==> config.mk <==
export PLATFORM = sky130hd
export DESIGN_NAME = range_spec_sequence_generator_unit
export DESIGN_NICKNAME = d
export VERILOG_FILES = /design/src/hdl/rssg_pkg.sv /design/src/hdl/range_spec_sequence_generator_unit.sv /design/src/hdl/rssg_num.sv
export VERILOG_INCLUDE_DIRS = /design/src /design/src/hdl
export SDC_FILE = /design/constraint.sdc
export NUM_CORES = 2
export LEC_CHECK = 0
export ABC_AREA = 1
export BUFFER_PORTS_ARGS = -buffer_cell sky130_fd_sc_hd__buf_4
export CORE_UTILIZATION = 50
export CTS_BUF_LIST = sky130_fd_sc_hd__clkbuf_8
export CTS_CLUSTER_DIAMETER = 60
export DETAILED_ROUTE_END_ITERATION = 6
export PLACE_DENSITY = 0.68
export SLEW_MARGIN = 20
export SYNTH_ARGS = -nofsm -noshare
export SYNTH_HDL_FRONTEND = slang
export SYNTH_SLANG_ARGS = --single-unit
==> constraint.sdc <==
create_clock -name i_clk -period 5.07 [get_ports i_clk]
set_clock_uncertainty 0.2 [all_clocks]
set_input_delay 0.2535 -clock i_clk [delete_from_list [all_inputs] [get_ports i_clk]]
set_output_delay 0.2535 -clock i_clk [all_outputs]
set_load 0.03 [all_outputs]
==> src/hdl/assert_macros.svh <==
// Assertion helpers shared by the RTL. Both forms take the clock and the
// active-low reset explicitly so that a check is off while reset is held.
`ifndef ASSERT_MACROS_SVH
`define ASSERT_MACROS_SVH

`ifndef SYNTHESIS

// The condition holds at every clock edge outside reset.
`define RSSG_ASSERT_ALWAYS(lbl, clk, rst_n, cond, msg) \
    lbl: assert property (@(posedge clk) disable iff (!rst_n) (cond)) else $error(msg);

// When the first condition holds, the second holds in the next cycle.
`define RSSG_ASSERT_NEXT(lbl, clk, rst_n, pre, post, msg) \
    lbl: assert property (@(posedge clk) disable iff (!rst_n) (pre) |=> (post)) else $error(msg);

`else

`define RSSG_ASSERT_ALWAYS(lbl, clk, rst_n, cond, msg)

`define RSSG_ASSERT_NEXT(lbl, clk, rst_n, pre, post, msg)

`endif

`endif

==> src/hdl/rssg_pkg.sv <==
package rssg_pkg;

    // Result status codes.
    localparam logic [1:0] ST_OK  = 2'd0;
    localparam logic [1:0] ST_END = 2'd1;
    localparam logic [1:0] ST_ERR = 2'd2;

    // Request kinds.
    localparam logic [1:0] K_APPEND  = 2'd0;
    localparam logic [1:0] K_NEXT    = 2'd1;
    localparam logic [1:0] K_RESTART = 2'd2;

    // Configuration register indexes.
    localparam logic CFG_FIRST = 1'b0;
    localparam logic CFG_LAST  = 1'b1;

    // Characters with a meaning of their own in the specifier.
    localparam logic [7:0] CH_COLON = 8'h3a;
    localparam logic [7:0] CH_PLUS  = 8'h2b;
    localparam logic [7:0] CH_MINUS = 8'h2d;
    localparam logic [7:0] CH_ZERO  = 8'h30;
    localparam logic [7:0] CH_LX    = 8'h78;
    localparam logic [7:0] CH_UX    = 8'h58;

    localparam logic [6:0] NO_DIGIT = 7'd99;

    typedef enum logic [2:0] {
        S_IDLE,
        S_NEXT,
        S_SKIP,
        S_TOK,
        S_FIN,
        S_DONE
    } t_state;

    typedef enum logic [2:0] {
        F_EMPTY,
        F_SIGN,
        F_ZERO,
        F_ZX,
        F_DIG,
        F_BAD
    } t_fstate;

    typedef struct packed {
        logic clr;
        logic feed;
    } t_fld_ctl;

    typedef struct packed {
        logic               empty;
        logic               good;
        logic signed [31:0] num;
    } t_fld_res;

    function automatic logic is_sep(input logic [7:0] c);
        return c == 8'h20 || c == 8'h09 || c == 8'h0a || c == 8'h0b ||
               c == 8'h0c || c == 8'h0d || c == 8'h2c || c == 8'h00;
    endfunction

    function automatic logic [6:0] digit_of(input logic [7:0] c);
        logic [7:0] d;
        d = 8'd0;
        if (c >= 8'h30 && c <= 8'h39) begin
            d = c - 8'h30;
        end else if (c >= 8'h61 && c <= 8'h7a) begin
            d = c - 8'h57;
        end else if (c >= 8'h41 && c <= 8'h5a) begin
            d = c - 8'h37;
        end else begin
            d = {1'b0, NO_DIGIT};
        end
        return d[6:0];
    endfunction

endpackage

==> src/hdl/range_spec_sequence_generator_unit.sv <==
//  Channel   Direction  Handshake           Payload
//  request   in         i_valid / o_ready   i_kind, i_char_in
//  result    out        o_valid / i_ready   o_status, o_value
//  config    in         i_cfg_we            i_cfg_index, i_cfg_data
//
//  An append, a restart or an unused kind completes without leaving the idle state
//  and gives a registered result. A next request that the running range still
//  serves goes from S_NEXT straight to S_DONE; otherwise S_SKIP steps over
//  separators and S_TOK reads the token, since the spec memory gives one character
//  per cycle, and S_FIN closes it. With no token left the result is an end status,
//  and a token at the length limit ends in S_DONE with an error status. Reset is
//  synchronous; the spec memory is not cleared.
//  A stalled result holds in the output register; requests wait until it goes.
`include "assert_macros.svh"

module range_spec_sequence_generator_unit #(
    parameter int SPEC_CAPACITY = 256,
    parameter int TOKEN_LIMIT   = 40
) (
    input  logic        i_clk,
    input  logic        i_rst_n,
    input  logic        i_valid,
    output logic        o_ready,
    input  logic [1:0]  i_kind,
    input  logic [7:0]  i_char_in,
    output logic        o_valid,
    input  logic        i_ready,
    output logic [1:0]  o_status,
    output logic signed [31:0] o_value,
    input  logic        i_cfg_we,
    input  logic        i_cfg_index,
    input  logic [31:0] i_cfg_data
);
    import rssg_pkg::*;

    localparam int LEN_W  = $clog2(SPEC_CAPACITY + 1);
    localparam int ADDR_W = $clog2(SPEC_CAPACITY);
    localparam int TL_W   = $clog2(TOKEN_LIMIT);

    // The stored specifier; read every cycle at the next scan pointer.
    logic [7:0] mem [SPEC_CAPACITY];
    logic [7:0] r_rdata;

    t_state r_state, n_state;

    logic [LEN_W-1:0] r_len, n_len;
    logic [LEN_W-1:0] r_scan, n_scan;
    logic [LEN_W-1:0] r_ptr, n_ptr;
    logic signed [31:0] r_cur, n_cur;
    logic signed [31:0] r_start, n_start;
    logic signed [31:0] r_end, n_end;
    logic signed [31:0] r_step, n_step;
    logic signed [31:0] r_first, r_last;

    // Token under construction: head, tail and step with their defaults.
    logic signed [31:0] r_t0, n_t0;
    logic signed [31:0] r_t1, n_t1;
    logic signed [31:0] r_t2, n_t2;
    logic [1:0]         r_cnt, n_cnt;
    logic               r_err, n_err;
    logic               r_colon, n_colon;
    logic [TL_W-1:0]    r_tlen, n_tlen;
    logic [1:0]         r_st, n_st;

    logic               r_ovalid, n_ovalid;
    logic [1:0]         r_ostatus, n_ostatus;
    logic signed [31:0] r_ovalue, n_ovalue;

    logic               in_fire;
    logic               out_free;
    logic               at_end;
    logic               ch_sep;
    logic               ch_colon;
    logic               tok_long;
    logic signed [31:0] sum;
    logic               step_hit;
    logic               range_empty;
    logic               append_ok;

    t_fld_ctl           fld_ctl;
    t_fld_res           fld_res;

    logic signed [31:0] fe_t0, fe_t1, fe_t2;
    logic               fe_err;

    rssg_num u_num (
        .i_clk   (i_clk),
        .i_rst_n (i_rst_n),
        .i_ctl   (fld_ctl),
        .i_char  (r_rdata),
        .o_res   (fld_res)
    );

    assign out_free  = !r_ovalid || i_ready;
    assign o_ready   = (r_state == S_IDLE) && out_free;
    assign in_fire   = i_valid && o_ready;
    assign append_ok = r_len < LEN_W'(SPEC_CAPACITY);
    assign at_end    = r_ptr >= r_len;
    assign ch_sep    = is_sep(r_rdata);
    assign ch_colon  = (r_rdata == CH_COLON);
    assign tok_long  = (r_tlen == TL_W'(TOKEN_LIMIT - 1));
    assign sum       = r_cur + r_step;

    // The running range yields another value while the wrapped sum stays
    // on the near side of the tail.
    assign step_hit = (r_step > 32'sd0 && sum <= r_end) ||
                      (r_step < 32'sd0 && sum >= r_end);

    assign range_empty = (r_t2 > 32'sd0 && r_t1 < r_t0) ||
                         (r_t2 < 32'sd0 && r_t1 > r_t0);

    // Closing a field stores its number in the slot it belongs to. An empty
    // field keeps the default, and anything that is not a whole number is
    // an error for the token.
    always_comb begin
        fe_t0  = r_t0;
        fe_t1  = r_t1;
        fe_t2  = r_t2;
        fe_err = r_err;
        if (fld_res.good) begin
            case (r_cnt)
                2'd0:    fe_t0 = fld_res.num;
                2'd1:    fe_t1 = fld_res.num;
                default: fe_t2 = fld_res.num;
            endcase
        end else if (!fld_res.empty) begin
            fe_err = 1'b1;
        end
    end

    always_comb begin
        n_state = r_state;
        case (r_state)
            S_IDLE: begin
                if (in_fire && i_kind == K_NEXT) begin
                    n_state = S_NEXT;
                end
            end
            S_NEXT: n_state = step_hit ? S_DONE : S_SKIP;
            S_SKIP: begin
                if (at_end) begin
                    n_state = S_DONE;
                end else if (!ch_sep) begin
                    n_state = S_TOK;
                end
            end
            S_TOK: begin
                if (at_end || ch_sep) begin
                    n_state = S_FIN;
                end else if (tok_long) begin
                    n_state = S_DONE;
                end
            end
            S_FIN:  n_state = S_DONE;
            S_DONE: begin
                if (out_free) begin
                    n_state = S_IDLE;
                end
            end
            default: n_state = S_IDLE;
        endcase
    end

    always_comb begin
        n_len     = r_len;
        n_scan    = r_scan;
        n_ptr     = r_ptr;
        n_cur     = r_cur;
        n_start   = r_start;
        n_end     = r_end;
        n_step    = r_step;
        n_t0      = r_t0;
        n_t1      = r_t1;
        n_t2      = r_t2;
        n_cnt     = r_cnt;
        n_err     = r_err;
        n_colon   = r_colon;
        n_tlen    = r_tlen;
        n_st      = r_st;
        n_ovalid  = r_ovalid && !i_ready;
        n_ostatus = r_ostatus;
        n_ovalue  = r_ovalue;
        fld_ctl   = '0;
        case (r_state)
            S_IDLE: begin
                if (in_fire) begin
                    case (i_kind)
                        K_APPEND: begin
                            n_ovalid = 1'b1;
                            n_ovalue = 32'sd0;
                            if (append_ok) begin
                                n_len     = r_len + 1'b1;
                                n_ostatus = ST_OK;
                            end else begin
                                n_ostatus = ST_ERR;
                            end
                        end
                        K_NEXT: begin
                            n_ptr = r_scan;
                        end
                        K_RESTART: begin
                            n_scan    = '0;
                            n_cur     = 32'sd0;
                            n_start   = 32'sd0;
                            n_end     = 32'sd0;
                            n_step    = 32'sd0;
                            n_ovalid  = 1'b1;
                            n_ostatus = ST_OK;
                            n_ovalue  = 32'sd0;
                        end
                        default: begin
                            n_ovalid  = 1'b1;
                            n_ostatus = ST_ERR;
                            n_ovalue  = 32'sd0;
                        end
                    endcase
                end
            end
            S_NEXT: begin
                if (step_hit) begin
                    n_cur = sum;
                    n_st  = ST_OK;
                end
            end
            S_SKIP: begin
                if (at_end) begin
                    n_st = ST_END;
                end else if (ch_sep) begin
                    n_ptr = r_ptr + 1'b1;
                end else begin
                    // First character of a token: it is taken in the next cycle.
                    fld_ctl.clr = 1'b1;
                    n_t0    = r_first;
                    n_t1    = r_last;
                    n_t2    = 32'sd1;
                    n_cnt   = 2'd0;
                    n_err   = 1'b0;
                    n_colon = 1'b0;
                    n_tlen  = '0;
                end
            end
            S_TOK: begin
                if (at_end || ch_sep) begin
                    if (r_cnt != 2'd3) begin
                        n_t0  = fe_t0;
                        n_t1  = fe_t1;
                        n_t2  = fe_t2;
                        n_err = fe_err;
                    end
                    n_scan = r_ptr;
                end else if (tok_long) begin
                    // The scan position stays, so the error repeats.
                    n_st = ST_ERR;
                end else begin
                    n_tlen = r_tlen + 1'b1;
                    n_ptr  = r_ptr + 1'b1;
                    if (ch_colon) begin
                        n_colon = 1'b1;
                        if (r_cnt != 2'd3) begin
                            n_t0        = fe_t0;
                            n_t1        = fe_t1;
                            n_t2        = fe_t2;
                            n_err       = fe_err;
                            n_cnt       = r_cnt + 1'b1;
                            fld_ctl.clr = 1'b1;
                        end
                    end else if (r_cnt != 2'd3) begin
                        fld_ctl.feed = 1'b1;
                    end
                end
            end
            S_FIN: begin
                if (r_err) begin
                    n_st = ST_ERR;
                end else if (r_colon) begin
                    n_start = r_t0;
                    n_end   = r_t1;
                    n_step  = r_t2;
                    n_cur   = r_t0;
                    n_st    = range_empty ? ST_END : ST_OK;
                end else begin
                    n_step = 32'sd0;
                    n_cur  = r_t0;
                    n_st   = ST_OK;
                end
            end
            S_DONE: begin
                if (out_free) begin
                    n_ovalid  = 1'b1;
                    n_ostatus = r_st;
                    n_ovalue  = r_cur;
                end
            end
            default: ;
        endcase
    end

    always_ff @(posedge i_clk) begin
        if (!i_rst_n) begin
            r_state  <= S_IDLE;
            r_len    <= '0;
            r_scan   <= '0;
            r_cur    <= 32'sd0;
            r_start  <= 32'sd0;
            r_end    <= 32'sd0;
            r_step   <= 32'sd0;
            r_ovalid <= 1'b0;
        end else begin
            r_state  <= n_state;
            r_len    <= n_len;
            r_scan   <= n_scan;
            r_cur    <= n_cur;
            r_start  <= n_start;
            r_end    <= n_end;
            r_step   <= n_step;
            r_ovalid <= n_ovalid;
        end
        r_ptr     <= n_ptr;
        r_t0      <= n_t0;
        r_t1      <= n_t1;
        r_t2      <= n_t2;
        r_cnt     <= n_cnt;
        r_err     <= n_err;
        r_colon   <= n_colon;
        r_tlen    <= n_tlen;
        r_st      <= n_st;
        r_ostatus <= n_ostatus;
        r_ovalue  <= n_ovalue;
    end

    // Configuration registers hold the defaults for omitted fields.
    always_ff @(posedge i_clk) begin
        if (!i_rst_n) begin
            r_first <= 32'sd0;
            r_last  <= 32'sd0;
        end else if (i_cfg_we) begin
            case (i_cfg_index)
                CFG_FIRST: r_first <= i_cfg_data;
                CFG_LAST:  r_last  <= i_cfg_data;
                default: ;
            endcase
        end
    end

    // Spec memory: one write port for appends, one registered read port.
    always_ff @(posedge i_clk) begin
        if (in_fire && i_kind == K_APPEND && append_ok) begin
            mem[r_len[ADDR_W-1:0]] <= i_char_in;
        end
        r_rdata <= mem[n_ptr[ADDR_W-1:0]];
    end

    assign o_valid  = r_ovalid;
    assign o_status = r_ostatus;
    assign o_value  = r_ovalue;

    `RSSG_ASSERT_ALWAYS(a_len_cap, i_clk, i_rst_n, r_len <= LEN_W'(SPEC_CAPACITY), "spec length beyond capacity")
    `RSSG_ASSERT_ALWAYS(a_scan_in_spec, i_clk, i_rst_n, r_scan <= r_len, "scan position past spec end")
    `RSSG_ASSERT_NEXT(a_done_result, i_clk, i_rst_n, r_state == S_DONE && out_free, o_valid && o_value == $past(r_cur), "next result not presented")

endmodule

==> src/hdl/rssg_num.sv <==
module rssg_num (
    input  logic               i_clk,
    input  logic               i_rst_n,
    input  rssg_pkg::t_fld_ctl i_ctl,
    input  logic [7:0]         i_char,
    output rssg_pkg::t_fld_res o_res
);
    import rssg_pkg::*;

    localparam logic [32:0] MAG_CAP = 33'h1_0000_0000;

    t_fstate     r_fst, n_fst;
    logic        r_neg, n_neg;
    logic [32:0] r_mag, n_mag;
    logic [4:0]  r_base, n_base;

    logic [6:0]  dig;
    logic [36:0] prod;
    logic [32:0] mag_sat;

    assign dig = digit_of(i_char);

    // Accumulate one digit; the magnitude clamps just above the 32-bit range.
    always_comb begin
        case (r_base)
            5'd8:    prod = 37'({r_mag, 3'b000});
            5'd16:   prod = {r_mag, 4'b0000};
            default: prod = 37'({r_mag, 3'b000}) + 37'({r_mag, 1'b0});
        endcase
        prod = prod + 37'(dig);
        mag_sat = (prod > 37'(MAG_CAP)) ? MAG_CAP : prod[32:0];
    end

    always_comb begin
        n_fst  = r_fst;
        n_neg  = r_neg;
        n_mag  = r_mag;
        n_base = r_base;
        if (i_ctl.clr) begin
            n_fst  = F_EMPTY;
            n_neg  = 1'b0;
            n_mag  = 33'd0;
            n_base = 5'd10;
        end else if (i_ctl.feed) begin
            case (r_fst)
                F_EMPTY: begin
                    if (i_char == CH_PLUS || i_char == CH_MINUS) begin
                        n_fst = F_SIGN;
                        n_neg = (i_char == CH_MINUS);
                    end else if (i_char == CH_ZERO) begin
                        n_fst = F_ZERO;
                    end else if (dig < 7'd10) begin
                        n_fst  = F_DIG;
                        n_base = 5'd10;
                        n_mag  = 33'(dig);
                    end else begin
                        n_fst = F_BAD;
                    end
                end
                F_SIGN: begin
                    if (i_char == CH_ZERO) begin
                        n_fst = F_ZERO;
                    end else if (dig < 7'd10) begin
                        n_fst  = F_DIG;
                        n_base = 5'd10;
                        n_mag  = 33'(dig);
                    end else begin
                        n_fst = F_BAD;
                    end
                end
                F_ZERO: begin
                    if (i_char == CH_LX || i_char == CH_UX) begin
                        n_fst = F_ZX;
                    end else if (dig < 7'd8) begin
                        n_fst  = F_DIG;
                        n_base = 5'd8;
                        n_mag  = 33'(dig);
                    end else begin
                        n_fst = F_BAD;
                    end
                end
                F_ZX: begin
                    if (dig < 7'd16) begin
                        n_fst  = F_DIG;
                        n_base = 5'd16;
                        n_mag  = 33'(dig);
                    end else begin
                        n_fst = F_BAD;
                    end
                end
                F_DIG: begin
                    if (dig < {2'b00, r_base}) begin
                        n_mag = mag_sat;
                    end else begin
                        n_fst = F_BAD;
                    end
                end
                default: n_fst = F_BAD;
            endcase
        end
    end

    always_ff @(posedge i_clk) begin
        if (!i_rst_n) begin
            r_fst <= F_EMPTY;
        end else begin
            r_fst <= n_fst;
        end
        r_neg  <= n_neg;
        r_mag  <= n_mag;
        r_base <= n_base;
    end

    // A lone zero and a digit run are both complete numbers.
    always_comb begin
        o_res.empty = (r_fst == F_EMPTY);
        o_res.good  = (r_fst == F_ZERO) || (r_fst == F_DIG);
        if (r_fst == F_ZERO) begin
            o_res.num = 32'sd0;
        end else if (r_neg) begin
            o_res.num = (r_mag >= 33'h0_8000_0000) ? 32'sh8000_0000 : -$signed(r_mag[31:0]);
        end else begin
            o_res.num = (r_mag > 33'h0_7fff_ffff) ? 32'sh7fff_ffff : $signed(r_mag[31:0]);
        end
    end

endmodule
==> flow_summary.json <==
{
  "wl_per_cell_um": 21.7,
  "report.power.total_w": 0.0580,
  "io_buffer_count": 83,
  "synth.top_cell.area_share_pct": 57.5,
  "row_count": 175,
  "dp.cells": 14700,
  "worst-endpoint-arrival_ns": 5.61,
  "hold_path_class": "in2reg",
  "grt_pass1_wl_um": 507000,
  "path_max_fanout": 58,
  "fin_area_um2": 130000,
  "synth-main-ff-cell": "edfxtp_1",
  "core_um2": 227000,
  "yosysSeqAreaShare_pct": 61.6,
  "relSlewSlack_pct": 24.1,
  "worst-setup-path-type": "reg2reg",
  "crit_chain": "inv_1, ha_1, nand3_1, nor2_1, nand2_1, nand3_1, nor2_2, nand3_1, nand2_2, a21boi_4, buf_4, buf_12, buf_12, nand3b_1, nand3_1, nand3_1, nand3_1, nand3_1, nand3_1, nand3_1, nand3_1, nand2_1",
  "dieArea_um2": 231000,
  "grt.total_usage_pct": 28.7,
  "crit_path_frequent_cell": "nand3_1",
  "tightest_slew_ns": 1.13,
  "p_leak_nw": 51.4,
  "vdd_drop_max_v": 0.000456,
  "numCtsBuffers": 410,
  "p_per_area_nw_per_um2": 447,
  "max_stage_delay_ns": 0.43,
  "async_flop_share_pct": 0,
  "synth_area_um2": 114000,
  "final_layout_size_suffix_gt1_share_pct": 10.4,
  "drt-initial-drc-count": 10100,
  "startpoint_type": "register",
  "whs_ns": 0.0649,
  "gp_congestion": 0.960,
  "yosys-top-cells-count": "3030 x nand2_1, 2191 x edfxtp_1, 1776 x nand3_1, 1288 x inv_1, 727 x nor2_1",
  "min_from": "i_char_in[1]",
  "cts-root-buf": "clkbuf_8",
  "synth-seq-cells": 2429,
  "worstSetupEndpointType": "register",
  "yosys.cell_types.count": 64,
  "grt_max_degree": 124,
  "outcome": "completed",
  "viasPerCell": 5.65,
  "min_period_over_period_pct": 95.6,
  "cts_tree": "built",
  "io_pins": 84,
  "grt_overflow": 0,
  "synth_edf_count": 2191,
  "critPathSlowestCell": "a21boi_4",
  "cts.clk_slew.worst_paths_ns": 0.06,
  "synth.top_cells.by_area": "edfxtp_1 57%, nand2_1 9.9%, nand3_1 7.8%",
  "setup_viol": 0,
  "min_to": "mem[97][1]",
  "reg2reg_depth": 22,
  "cts.path.max_buffers": 4,
  "place_hpwl_um": 212000,
  "start_util_pct": 50.3,
  "grt_pass1_vias": 84400,
  "synth_top_cell_by_area": "edfxtp_1",
  "ys_warn_count": 0,
  "antenna_left": 0,
  "syn_inst": 11700,
  "antenna_found_initial": 6,
  "dr_total_vias": 87700,
  "drcViolationCount": 0,
  "die_h_um": 480,
  "insertion_delay_ns": 1.14,
  "critPathRequiredTime_ns": 5.83,
  "r2r-end": "r_rdata[3]",
  "syn_area_per_cell_um2": 9.74,
  "min_period_ns": 4.85,
  "hold_violations": 0,
  "layout.cells.non_filler": 15500,
  "synth_nets": 12000,
  "wl_um": 337000,
  "regToRegSetupSlack_ns": 0.22,
  "reg2reg_from": "r_len[6]",
  "max_freq_mhz": 206,
  "max-cap-violations": 0,
  "slew_viol_final": 0,
  "die_w_um": 480,
  "clock-sinks": 2429,
  "htreeDepth": 5,
  "final_nets": 12400,
  "first_pass_iters": 6,
  "area_growth_pct": 13.6,
  "holdPathStages": 2,
  "placed_cell_area_um2": 121000,
  "yosys.cell_count.top_type": "nand2_1"
}
## through the flow
stage	worst slack (ns)	util, %	setup TNS (ns)
global route	-0.0583	57.1	-0.341
global placement	-0.330	53.1	-8.68
detailed placement	-0.267	53.1	-6.78
CTS	0.0144	57.0	0
finish	0.221	57.1	0
floorplan	0.233	-	0
## timing repair
action,in CTS,in global routing
resized for setup,18,64
hold buffers,111,0
endpoints found under the setup margin,35,73
endpoints found under the hold margin,2173,0
pin swaps,5,21
buffers inserted,2,6
gates cloned,0,5
## cells in the final DEF, fill, tap and decap left out, types with 103 or more instances in the layout
| cell | instances |
|---|---|
| nand2_1 | 3014 |
| edfxtp_1 | 2191 |
| nand3_1 | 1763 |
| inv_1 | 1394 |
| nor2_1 | 718 |
| buf_4 | 483 |
| nand3b_1 | 480 |
| clkbuf_8 | 424 |
| a21oi_1 | 293 |
| dfxtp_1 | 230 |
| o21ai_0 | 225 |
| ha_1 | 156 |
| o211ai_1 | 155 |
| dlygate4sd3_1 | 110 |
| clkinv_1 | 103 |
## area by class of cell
class | instances | area [um^2]
Clock buffer | 424 | 5840
Multi-Input combinational cell | 7331 | 36300
Tap cell | 3009 | 3760
Clock inverter | 299 | 1790
Fill cell | 19400 | 97500
Sequential cell | 2429 | 70600
Antenna cell | 2 | 5.00
Inverter | 1330 | 5010
Timing Repair Buffer | 692 | 6680
## routing by layer
| metal | GRT usage [%] | wire [um] | vias to the layer above |
|---|---|---|---|
| met5 | 0 | 20 | - |
| met4 | 11.3 | 12900 | 2 |
| met3 | 5.51 | 32400 | 766 |
| met2 | 45.5 | 154000 | 4237 |
| met1 | 39.0 | 137000 | 42000 |
| li1 | - | - | 40700 |
## worst max-delay path by stage
stage          startpoint  depth (start not counted)    endpoint
5_1_grt          r_cur[2]                         33     r_st[0]
6_report         r_len[6]                         22  r_rdata[3]
3_3_place_gp     r_cur[6]                         32     r_st[0]
2_1_floorplan    r_cur[2]                         33   r_cur[31]
4_1_cts          r_cur[2]                         33     r_st[0]
3_5_place_dp     r_cur[6]                         32     r_st[0]
## critical path, delay by kind of cell, from the launching register on
family	cells	cell delay, ns
flip-flops	1	0.41
AND/OR/NAND/NOR	16	2.30
buffers and inverters	4	0.95
adder cells (fa/ha/maj)	1	0.34
AO/OA/AOI/OAI	1	0.43
## power by group
group	internal [W]	leakage (nW)	switching [W]
combinational	0.00572	25.3	0.0131
clock	0.00875	4.35	0.00792
sequential	0.0222	21.7	0.000287
## kinds of logic (layout without fill, tap and decap cells)
kind of cell | count (synthesis) | in the layout | share of synthesized area, %
and+or+nand+nor | 6250 | 6250 | 24.6
other | 0 | 2 | 0
muxes | 1 | 1 | 0.00875
xor gates and xnor gates | 66 | 66 | 0.512
buffers and inverters | 1989 | 2745 | 7.04
adders and majority gates | 166 | 166 | 1.83
AOI/OAI and AO/OA | 848 | 848 | 4.38
DFF | 2429 | 2429 | 61.6
## registers in the layout, indices dropped and copies added (netlist names), 2 cells and up
name,count
o_value,32
r_tlen,6
u_num.r_base,3
mem,2048
r_t1,32
r_end,32
r_step,32
r_scan,9
r_ptr,9
u_num.r_mag,33
r_first,32
r_t2,32
r_len,9
r_t0,32
r_rdata,8
u_num.r_fst,3
r_state,3
r_st,2
r_last,32
r_cnt,2
o_status,2
r_cur,32
Power figures use the tool's default switching activity.
